`src/hdl/rls_pkg.sv`:
```
// Shared types and constants for the radix-4 LSD sorter.
package rls_pkg;

  // Width of a key on the ports
  localparam int unsigned KEY_W = 8;

  // Input word: one key, with the final key of the set marked
  typedef struct packed {
    logic [KEY_W-1:0] key;
    logic             last_key;
  } in_word_t;

  // Output word: next key in ascending order, final one marked
  typedef struct packed {
    logic [KEY_W-1:0] sorted_key;
    logic             last_sorted;
  } out_word_t;

  // Commands from the sequencer to the digit counter bank
  typedef struct packed {
    logic clear;  // zero all counters and the prefix accumulator
    logic inc;    // count one occurrence of the selected digit
    logic dec;    // take one from the selected digit (scatter)
    logic accum;  // prefix-sum step at the selected digit
  } cnt_ctl_t;

endpackage

```
`src/hdl/rls_count.sv`:
```
// Digit counter bank: per-digit counts, running prefix sum and scatter decrement.
module rls_count
  import rls_pkg::*;
#(
  parameter int unsigned DIGIT_BITS = 2,
  parameter int unsigned CNT_W      = 4
) (
  input  logic                  clk,
  input  logic                  rst_n,
  input  cnt_ctl_t              ctl,
  input  logic [DIGIT_BITS-1:0] sel,
  output logic [CNT_W-1:0]      cnt_o
);

  localparam int unsigned RADIX = 1 << DIGIT_BITS;

  logic [CNT_W-1:0] cnt_r [RADIX];
  logic [CNT_W-1:0] acc_r;
  logic [CNT_W-1:0] acc_nxt;

  // Count of the selected digit
  assign cnt_o   = cnt_r[sel];
  // Running sum for the prefix step
  assign acc_nxt = acc_r + cnt_r[sel];

  // Counter updates; one command per cycle
  always_ff @(posedge clk) begin
    if (!rst_n || ctl.clear) begin
      for (int i = 0; i < RADIX; i++) begin
        cnt_r[i] <= '0;
      end
      acc_r <= '0;
    end else begin
      if (ctl.inc) begin
        cnt_r[sel] <= cnt_r[sel] + CNT_W'(1);
      end
      if (ctl.dec) begin
        cnt_r[sel] <= cnt_r[sel] - CNT_W'(1);
      end
      if (ctl.accum) begin
        cnt_r[sel] <= acc_nxt;
        acc_r      <= acc_nxt;
      end
    end
  end

  // Commands never collide
  a_one_cmd: assert property (@(posedge clk) disable iff (!rst_n)
    !(ctl.inc && ctl.dec) && !(ctl.inc && ctl.accum) && !(ctl.dec && ctl.accum))
    else $error("rls_count: more than one counter command at once");

  // Scatter never takes from an empty digit
  a_no_underflow: assert property (@(posedge clk) disable iff (!rst_n)
    ctl.dec |-> cnt_o != '0)
    else $error("rls_count: decrement of a zero count");

  // Clear leaves the accumulator at zero
  a_clear_acc: assert property (@(posedge clk) disable iff (!rst_n)
    ctl.clear |=> acc_r == '0)
    else $error("rls_count: accumulator not cleared");

endmodule

```
`src/hdl/radix4_lsd_sorter.sv`:
```
// Radix-4 LSD sorter: up to CAPACITY keys in, sorted keys out; sequencer over two key memories.
// Load: one word per cycle while in_ready is high. Sort: ceil(KEY_BITS/DIGIT_BITS)
// passes, each made of count, prefix, scatter and copy steps. Emit: each word is read
// from the key memory and then loaded into the output register; the read waits until
// that register is free. Input is closed from the final key until the last word is loaded.
// Reset (rst_n, synchronous) clears control state and counters; memories are not cleared.
module radix4_lsd_sorter
  import rls_pkg::*;
#(
  parameter int unsigned CAPACITY   = 8,
  parameter int unsigned KEY_BITS   = 8,
  parameter int unsigned DIGIT_BITS = 2
) (
  input  logic      clk,
  input  logic      rst_n,
  input  logic      in_valid,
  output logic      in_ready,
  input  in_word_t  in_data,
  output logic      out_valid,
  input  logic      out_ready,
  output out_word_t out_data
);

  localparam int unsigned AW         = $clog2(CAPACITY);
  localparam int unsigned CW         = $clog2(CAPACITY + 1);
  localparam int unsigned PASS_COUNT = (KEY_BITS + DIGIT_BITS - 1) / DIGIT_BITS;
  localparam int unsigned PW         = (PASS_COUNT > 1) ? $clog2(PASS_COUNT) : 1;
  localparam int unsigned SHW        = 6;
  localparam logic [KEY_W-1:0] KEY_MASK =
    (KEY_BITS >= KEY_W) ? {KEY_W{1'b1}} : KEY_W'((1 << KEY_BITS) - 1);

  typedef enum logic [7:0] {
    S_LOAD    = 8'b0000_0001,
    S_COUNT   = 8'b0000_0010,
    S_PREFIX  = 8'b0000_0100,
    S_SCATTER = 8'b0000_1000,
    S_COPY    = 8'b0001_0000,
    S_EMIT_RD = 8'b0010_0000,
    S_EMIT_LD = 8'b0100_0000,
    S_SPARE   = 8'b1000_0000
  } state_t;

  // Digit of a key for the current pass
  function automatic logic [DIGIT_BITS-1:0] digit_of(logic [KEY_W-1:0] k,
                                                     logic [SHW-1:0] sh);
    logic [31:0] kx;
    kx = 32'(k) >> sh;
    return kx[DIGIT_BITS-1:0];
  endfunction

  state_t              state_r, state_nxt;
  logic [CW-1:0]       fill_r, fill_nxt;
  logic [CW-1:0]       ptr_r, ptr_nxt;
  logic [DIGIT_BITS-1:0] pfx_r, pfx_nxt;
  logic [PW-1:0]       pass_r, pass_nxt;
  logic [SHW-1:0]      shamt_r, shamt_nxt;
  logic                proc_r, proc_nxt;
  logic [AW-1:0]       proc_addr_r;
  logic                out_valid_r, out_valid_nxt;
  out_word_t           out_data_r;

  logic [KEY_W-1:0]    key_mem [CAPACITY];
  logic [KEY_W-1:0]    scat_mem [CAPACITY];
  logic [KEY_W-1:0]    key_rdata_r, scat_rdata_r;

  logic                key_we, key_re, scat_we, scat_re;
  logic [AW-1:0]       key_waddr, key_raddr, scat_waddr, scat_raddr;
  logic [KEY_W-1:0]    key_wdata;

  logic                in_acc, out_load, issue, last_emit, last_pass;
  logic [CW-1:0]       ptr_dec, ptr_inc, cnt_dec;
  logic [CW-1:0]       cnt_val;
  cnt_ctl_t            cnt_ctl;
  logic [DIGIT_BITS-1:0] cnt_sel;

  assign in_ready  = (state_r == S_LOAD);
  assign in_acc    = in_valid && in_ready;
  assign ptr_dec   = ptr_r - CW'(1);
  assign ptr_inc   = ptr_r + CW'(1);
  assign cnt_dec   = cnt_val - CW'(1);
  assign last_emit = (ptr_inc == fill_r);
  assign last_pass = (pass_r == PW'(PASS_COUNT - 1));
  assign out_valid = out_valid_r;
  assign out_data  = out_data_r;

  // Digit counter bank
  rls_count #(
    .DIGIT_BITS (DIGIT_BITS),
    .CNT_W      (CW)
  ) u_count (
    .clk   (clk),
    .rst_n (rst_n),
    .ctl   (cnt_ctl),
    .sel   (cnt_sel),
    .cnt_o (cnt_val)
  );

  // Sequencer and memory port control
  always_comb begin
    state_nxt  = state_r;
    fill_nxt   = fill_r;
    ptr_nxt    = ptr_r;
    pfx_nxt    = pfx_r;
    pass_nxt   = pass_r;
    shamt_nxt  = shamt_r;
    issue      = 1'b0;
    out_load   = 1'b0;
    key_we     = 1'b0;
    key_waddr  = fill_r[AW-1:0];
    key_wdata  = in_data.key & KEY_MASK;
    key_re     = 1'b0;
    key_raddr  = ptr_r[AW-1:0];
    scat_we    = 1'b0;
    scat_waddr = cnt_dec[AW-1:0];
    scat_re    = 1'b0;
    scat_raddr = ptr_r[AW-1:0];
    cnt_ctl    = '0;
    cnt_sel    = digit_of(key_rdata_r, shamt_r);

    case (state_r)
      S_LOAD: begin
        if (in_acc) begin
          if (fill_r < CW'(CAPACITY)) begin
            key_we   = 1'b1;
            fill_nxt = fill_r + CW'(1);
          end
          if (in_data.last_key) begin
            cnt_ctl.clear = 1'b1;
            pass_nxt      = '0;
            shamt_nxt     = '0;
            ptr_nxt       = '0;
            state_nxt     = S_COUNT;
          end
        end
      end
      S_COUNT: begin
        // read keys in order, count each digit in the following cycle
        cnt_ctl.inc = proc_r;
        if (ptr_r != fill_r) begin
          issue   = 1'b1;
          key_re  = 1'b1;
          ptr_nxt = ptr_inc;
        end else if (!proc_r) begin
          pfx_nxt   = '0;
          state_nxt = S_PREFIX;
        end
      end
      S_PREFIX: begin
        cnt_ctl.accum = 1'b1;
        cnt_sel       = pfx_r;
        pfx_nxt       = pfx_r + DIGIT_BITS'(1);
        if (pfx_r == {DIGIT_BITS{1'b1}}) begin
          ptr_nxt   = fill_r;
          state_nxt = S_SCATTER;
        end
      end
      S_SCATTER: begin
        // read keys from the back, place at prefix position minus one
        cnt_ctl.dec = proc_r;
        scat_we     = proc_r;
        key_raddr   = ptr_dec[AW-1:0];
        if (ptr_r != '0) begin
          issue   = 1'b1;
          key_re  = 1'b1;
          ptr_nxt = ptr_dec;
        end else if (!proc_r) begin
          state_nxt = S_COPY;
        end
      end
      S_COPY: begin
        // copy scatter buffer back into the key memory
        key_we    = proc_r;
        key_waddr = proc_addr_r;
        key_wdata = scat_rdata_r;
        if (ptr_r != fill_r) begin
          issue   = 1'b1;
          scat_re = 1'b1;
          ptr_nxt = ptr_inc;
        end else if (!proc_r) begin
          ptr_nxt = '0;
          if (last_pass) begin
            state_nxt = S_EMIT_RD;
          end else begin
            cnt_ctl.clear = 1'b1;
            pass_nxt      = pass_r + PW'(1);
            shamt_nxt     = shamt_r + SHW'(DIGIT_BITS);
            state_nxt     = S_COUNT;
          end
        end
      end
      S_EMIT_RD: begin
        // fetch next word once the output register frees up
        if (!out_valid_r || out_ready) begin
          key_re    = 1'b1;
          state_nxt = S_EMIT_LD;
        end
      end
      S_EMIT_LD: begin
        out_load = 1'b1;
        if (last_emit) begin
          fill_nxt  = '0;
          pass_nxt  = '0;
          shamt_nxt = '0;
          state_nxt = S_LOAD;
        end else begin
          ptr_nxt   = ptr_inc;
          state_nxt = S_EMIT_RD;
        end
      end
      default: begin
        state_nxt = S_LOAD;
      end
    endcase
  end

  assign proc_nxt = issue;

  // Output register valid
  always_comb begin
    out_valid_nxt = out_valid_r;
    if (out_valid_r && out_ready) begin
      out_valid_nxt = 1'b0;
    end
    if (out_load) begin
      out_valid_nxt = 1'b1;
    end
  end

  // Control registers
  always_ff @(posedge clk) begin
    if (!rst_n) begin
      state_r     <= S_LOAD;
      fill_r      <= '0;
      ptr_r       <= '0;
      pfx_r       <= '0;
      pass_r      <= '0;
      shamt_r     <= '0;
      proc_r      <= 1'b0;
      out_valid_r <= 1'b0;
    end else begin
      state_r     <= state_nxt;
      fill_r      <= fill_nxt;
      ptr_r       <= ptr_nxt;
      pfx_r       <= pfx_nxt;
      pass_r      <= pass_nxt;
      shamt_r     <= shamt_nxt;
      proc_r      <= proc_nxt;
      out_valid_r <= out_valid_nxt;
    end
  end

  // Payload registers
  always_ff @(posedge clk) begin
    proc_addr_r <= ptr_r[AW-1:0];
    if (out_load) begin
      out_data_r.sorted_key  <= key_rdata_r;
      out_data_r.last_sorted <= last_emit;
    end
  end

  // Key memory: one write, one registered read
  always_ff @(posedge clk) begin
    if (key_we) begin
      key_mem[key_waddr] <= key_wdata;
    end
    if (key_re) begin
      key_rdata_r <= key_mem[key_raddr];
    end
  end

  // Scatter memory: one write, one registered read
  always_ff @(posedge clk) begin
    if (scat_we) begin
      scat_mem[scat_waddr] <= key_rdata_r;
    end
    if (scat_re) begin
      scat_rdata_r <= scat_mem[scat_raddr];
    end
  end

  // Store never overfills
  a_fill_bound: assert property (@(posedge clk) disable iff (!rst_n)
    fill_r <= CW'(CAPACITY))
    else $error("radix4_lsd_sorter: fill count beyond capacity");

  // Final key closes the input
  a_mark_closes: assert property (@(posedge clk) disable iff (!rst_n)
    (in_acc && in_data.last_key) |=> !in_ready)
    else $error("radix4_lsd_sorter: input open after final key");

  // Last word loaded hands back an empty store
  a_emit_done: assert property (@(posedge clk) disable iff (!rst_n)
    (out_load && last_emit) |=> (fill_r == '0 && in_ready && out_valid_r))
    else $error("radix4_lsd_sorter: store not released after last word");

  // Output register is free whenever a word is loaded
  a_no_overwrite: assert property (@(posedge clk) disable iff (!rst_n)
    out_load |-> !out_valid_r)
    else $error("radix4_lsd_sorter: output word overwritten");

endmodule

```
`config.mk`:
```
export PLATFORM = sky130hd
export DESIGN_NAME = radix4_lsd_sorter
export DESIGN_NICKNAME = d
export VERILOG_FILES = /design/src/hdl/rls_pkg.sv /design/src/hdl/rls_count.sv /design/src/hdl/radix4_lsd_sorter.sv
export SDC_FILE = /design/constraint.sdc
export NUM_CORES = 1
export LEC_CHECK = 0
export BUFFER_PORTS_ARGS = -buffer_cell sky130_fd_sc_hd__buf_2
export CAP_MARGIN = 30
export CORE_ASPECT_RATIO = 1.1
export CORE_UTILIZATION = 62
export DETAILED_ROUTE_END_ITERATION = 8
export GPL_TIMING_DRIVEN = 0
export MAX_ROUTING_LAYER = met4
export PLACE_DENSITY = 0.82
export RECOVER_POWER = 50
export SKIP_CTS_REPAIR_TIMING = 1
export SYNTH_ARGS = -nofsm -noshare
export SYNTH_HDL_FRONTEND = slang
export SYNTH_HIERARCHICAL = 1
export SYNTH_SLANG_ARGS = --single-unit
```
`constraint.sdc`:
```
create_clock -name clk -period 5.71 [get_ports clk]
set_input_delay 1.142 -clock clk [delete_from_list [all_inputs] [get_ports clk]]
set_output_delay 1.142 -clock clk [all_outputs]
set_load 0.01 [all_outputs]
```
* Yosys cells after proc, flatten, opt, wreduce, memory -nomap -nowiden
Memories as Yosys holds them, arrays and structs flattened. A register that Yosys moved wholly into a read port is not among the register bits. Index checks and enable logic that the tools add are counted.
Storage, ports and cells: bits of input ports 13, ROM bits 0, word-level logic and storage cells 162, output and inout bits 11, memories kept 3, flip-flop bits (word level) 44, memory bits (writable) 144, bits in latches 0
Memory list:
- key_mem | words 8, bits a word 8, read ports 1, clocked after Yosys merged registers in 1, wr ports 1, RTL line radix4_lsd_sorter.sv:62 | logic [KEY_W-1:0] key_mem [CAPACITY];
- scat_mem | words 8, bits a word 8, read ports 1, clocked after Yosys merged registers in 1, wr ports 1, RTL line radix4_lsd_sorter.sv:63 | logic [KEY_W-1:0] scat_mem [CAPACITY];
- u_count.cnt_r | words 4, bits a word 4, read ports 1, clocked after Yosys merged registers in 0, wr ports 4, RTL line rls_count.sv:17 | logic [CNT_W-1:0] cnt_r [RADIX];
Operators by class: multiplexer cells 87, $mul 0, order comparisons 1, shift-type cells 1, reduce and logical (&&, ||, !) cells 19, div/mod/pow operators 0, eq/ne operators 28, add/subtract/negate cells 9, bitwise logic cells 2
Operators by type and width (number):
- $mux 8 | 11
- $mux 4 | 14
- $pmux 8 s7 | 1
- $mux 6 | 8
- $mux 1 | 32
- $ne 2x2->1 const B | 13
- $pmux 4 s6 | 1
- $mux 2 | 10
- $pmux 6 s3 | 1
- $add 4x1->4 const B | 3
- $reduce_and 10->1 | 1
- $eq 8x1->1 const B | 1
- $eq 8x2->1 const B | 1
- $eq 8x3->1 const B | 1
- $eq 8x4->1 const B | 1
- $eq 8x5->1 const B | 1
- $eq 8x6->1 const B | 1
- $eq 8x7->1 const B | 1
- $pmux 4 s2 | 1
- $reduce_and 8->1 | 1
- $shr 8x6->2 | 1
- $sub 4x1->4 const B | 2
- $reduce_and 7->1 | 1
- $add 6x2->6 const B | 1
- other kinds (25) | 38

* Depth between registers and ports, before layout
depth in word-level cells 12, depth in mapped cells 15, depth with buffers taken out 12

* By module
Netlist, hierarchy kept.
Modules (own cells, without submodules):
- radix4_lsd_sorter | sequential area each 5175.0 um^2, instances 1, cells an instance 514, area an instance 7806.2 um^2
- rls_count | sequential area each 560.5 um^2, instances 1, cells an instance 97, area an instance 1154.9 um^2

* Least setup slack after synthesis
OpenSTA, ideal clock, no wires.
path kind flip-flop to flip-flop, from reg state_r[3], to mem u_count.cnt_r[3][3] (data pin), data arrival time 3864 ps, setup time 274 ps, stages on the path, launching flop included 16, data required time 5436 ps, setup slack 1572 ps, buffers on the path 3, clock period less this slack 4138 ps, path through dfxtp_1 > clkbuf_1 > or4b_2 > or2_2 > buf_2 > inv_1 > nor4_1 > a22o_1 > buf_6 > mux4_1 > ha_1 > a21o_1 > a21oi_1 > xnor3_1 > a211oi_2 > nor2_1
RTL lines:
- from (decl) | RTL line radix4_lsd_sorter.sv:51 | state_t state_r, state_nxt;
- from (signal assigned) | RTL line radix4_lsd_sorter.sv:241 | state_r <= state_nxt;
- to (decl) | RTL line rls_count.sv:17

* Worst setup path in the final report
from reg state_r[3], to mem scat_mem[0][0], enable pin
On the way: cells in the longest elaborated chain, start to end 4, elaborated cells on any way between the ends 8, classes of those cells 1 x add/sub; 2 x eq/ne; 4 x mux; 1 x memory
Ends and longest elaborated chain:
- $eq 8x3->1 | RTL line radix4_lsd_sorter.sv:120 | case (state_r)
- $mux 2 | RTL line radix4_lsd_sorter.sv:120
- named net cnt_sel[0] | RTL line radix4_lsd_sorter.sv:74 | logic [DIGIT_BITS-1:0] cnt_sel;
- $mem_v2 4x4
- named net cnt_val[0] | RTL line radix4_lsd_sorter.sv:72 | logic [CW-1:0] cnt_val;
- $sub 4x1->4
- to (decl) | RTL line radix4_lsd_sorter.sv:63
The timed path passes the listed nets, and every way through them passes these cells.

==> flow_metrics.env <==
export IMPL_p_sw_share_pct=27.7
export IMPL_die_x_um=115
export IMPL_initial_utilization_pct=64.6
export IMPL_cp_end_kind="flip-flop"
export IMPL_pin_count=24
export IMPL_detail_route_wl_per_cell_um=21.5
export IMPL_seqCellArea_um2=5600
export IMPL_report_final_setup_viol=0
export IMPL_tns_ns=0
export IMPL_dieArea_um2=14400
export IMPL_worstPathArrival_ns=4.76
export IMPL_seqPwrFrac_pct=46.1
export IMPL_syn_num_nets=612
export IMPL_yosys_warnings=6
export IMPL_drt_initial_drc_count=522
export IMPL_p_int_uw=2640
export IMPL_slew_viol_final=0
export IMPL_clk_latency_ns=0.43
export IMPL_cts_sinks=197
export IMPL_fp_row_count=44
export IMPL_p_comb_share_pct=23.3
export IMPL_die_h_um=126
export IMPL_nFillCells=847
export IMPL_outcome="finished, final reports clean"
export IMPL_critPathLaunch="state_r[3]"
export IMPL_rsz0062_at_grt="no"
export IMPL_wl_um=17800
export IMPL_fmax_mhz=213
export IMPL_tightest_slew_ns=1.02
export IMPL_antenna_found_initial=0
export IMPL_final_nets=660
export IMPL_crit_path_start_kind="flip-flop"
export IMPL_leakage_uw=0.00324
export IMPL_maxCapViolations=0
export IMPL_p_switching_uw=1010
export IMPL_drtAntennaViolNets=0
export IMPL_drive_gt1_share_pct=17.0
export IMPL_dp_hpwl_um=12300
export IMPL_pwr_share_clk_pct=30.6
export IMPL_grt_pass1_vias=5118
export IMPL_min_period_over_period_pct=82.3
export IMPL_whs_ns=0.375
export IMPL_drcViolationCount=0
export IMPL_clk_pin_slew_ns=0.06
export IMPL_path_max_fanout=10
export IMPL_max_slew_margin_rel_pct=31.4
export IMPL_grt_first_pass_wirelength_um=27600
export IMPL_syn_inst=586
export IMPL_criticalPathCategory="flip-flop to flip-flop"
export IMPL_power_density_nw_per_um2=382
export IMPL_first_pass_iters=8
export IMPL_core_area_um2=13400
export IMPL_hp_class="flip-flop to flip-flop"
export IMPL_cts_max_level=4
export IMPL_place_gp_congestion=0.882
export IMPL_ff2ff_setup_slack_ns=1.01
export IMPL_multi_input_area_um2=2820
export IMPL_cts_buffers=17
export IMPL_overflow=0
export IMPL_grt_max_degree=17
export IMPL_clockBufferDepth=2
export IMPL_cts_root_buf="clkbuf_16"
export IMPL_grt_util_all_layers_pct=27.7
export IMPL_synth_area_um2=8640
export IMPL_vias=5132
export IMPL_hold_viol=0
export IMPL_syn_avg_cell_area_um2=14.7
export IMPL_ir_drop_mv=0.276
export IMPL_min_period_ns=4.70
export IMPL_io_buffers=23
export IMPL_holdCritStartpoint="ptr_r[2]"
export IMPL_r2r_start="state_r[3]"
export IMPL_skew_ns=0.00695
export IMPL_viasPerCell=6.18
export IMPL_antenna_cells=0
export IMPL_syn_to_final_growth_pct=10.7
export IMPL_cts_tree="built"
export IMPL_required_ns=5.77
==> power by group through the flow <==
stage	Clock [uW]	Sequential [uW]	Combinational (uW)
floorplan	0	1700	640
global placement	0	1710	815
detailed placement	0	1710	840
CTS	1130	1680	853
global route	1180	1690	916
finish	1120	1680	851
==> layer usage <==
layer / global-route usage (%) / vias up / routed length, um
met2: 45.6 / 256 / 9250
met1: 33.5 / 2514 / 6780
met4: 9.32 / 0 / 354
met3: 6.93 / 25 / 1460
met5: - / - / 0
li1: - / 2337 / -
==> final timing paths <==
| kind | endpoint | cells after the start |
|---|---|---|
| worst max-delay path | scat_mem[0][0] | 15 |
| worst min-delay path | proc_addr_r[2] | 0 |
| worst min register to register | proc_addr_r[2] | 0 |
| worst max register to register | scat_mem[0][0] | 15 |
==> registers in the layout (all words and copies together) (netlist names) <==
signal / cells
scat_rdata_r: 8
u_count/acc_r: 3
pfx_r: 2
pass_r: 2
scat_mem: 64
state_r: 7
out_valid: 1
proc_addr_r: 3
out_data: 9
key_rdata_r: 8
proc_r: 1
ptr_r: 4
fill_r: 4
key_mem: 64
shamt_r: 5
u_count/cnt_r: 12
==> layout make-up <==
cell class / instances / share of cell area, %
Multi-Input combinational cell: 344 / 29.5
Inverter: 14 / 0.549
Tap cell: 184 / 2.41
Buffer: 31 / 1.74
Sequential cell: 197 / 58.5
Timing Repair Buffer: 29 / 1.49
Clock buffer: 23 / 5.00
Clock inverter: 9 / 0.824
==> placed cells by master, fill, tap and decap left out, types with 4 or more instances in the layout <==
master,n
o31ai_1,5
a21oi_1,14
nor3_1,13
ha_1,11
mux2i_1,12
nand2_1,59
edfxtp_1,165
mux4_2,28
a22o_1,4
buf_2,16
buf_4,6
a31oi_1,5
clkinv_2,4
buf_6,4
mux2_2,16
mux4_1,8
xor2_1,8
a211oi_1,5
nand4_1,9
clkbuf_1,33
nor2_1,52
or3_1,6
nor4_1,5
dfxtp_1,32
nand2b_1,6
o21ai_0,11
xnor2_1,8
clkbuf_16,17
inv_1,14
nand3_1,9
nor4b_1,4
nor2b_1,4
==> worst max-delay path, cell delays in order (launching register included) <==
cell and delay [ns]:
dfxtp_1 0.31, clkbuf_1 0.18, or4b_2 0.65, or2_2 0.29, buf_2 0.18, inv_1 0.23, nor4_1 0.10, a22o_1 0.22
buf_6 0.14, mux2i_1 0.11, mux2i_1 0.45, inv_1 0.13, ha_1 0.26, xnor2_1 0.28, nand2_1 0.13, nor2_1 0.66
==> metrics by stage <==
| step | setup slack, ns | util (%) | std cells | area [um2] | power (uW) |
|---|---|---|---|---|---|
| after detailed placement | 1.05 | 67.6 | 799 | 9040 | 2550 |
| final | 1.01 | 71.5 | 831 | 9560 | 3650 |
| after floorplan | 1.67 | - | 586 | 8640 | 2340 |
| after CTS | 1.02 | 71.7 | 831 | 9600 | 3660 |
| after global routing | 0.736 | 71.5 | 831 | 9560 | 3790 |
| after global placement | 0.937 | 67.2 | 793 | 8980 | 2520 |
(Power assumes the default switching activity.)
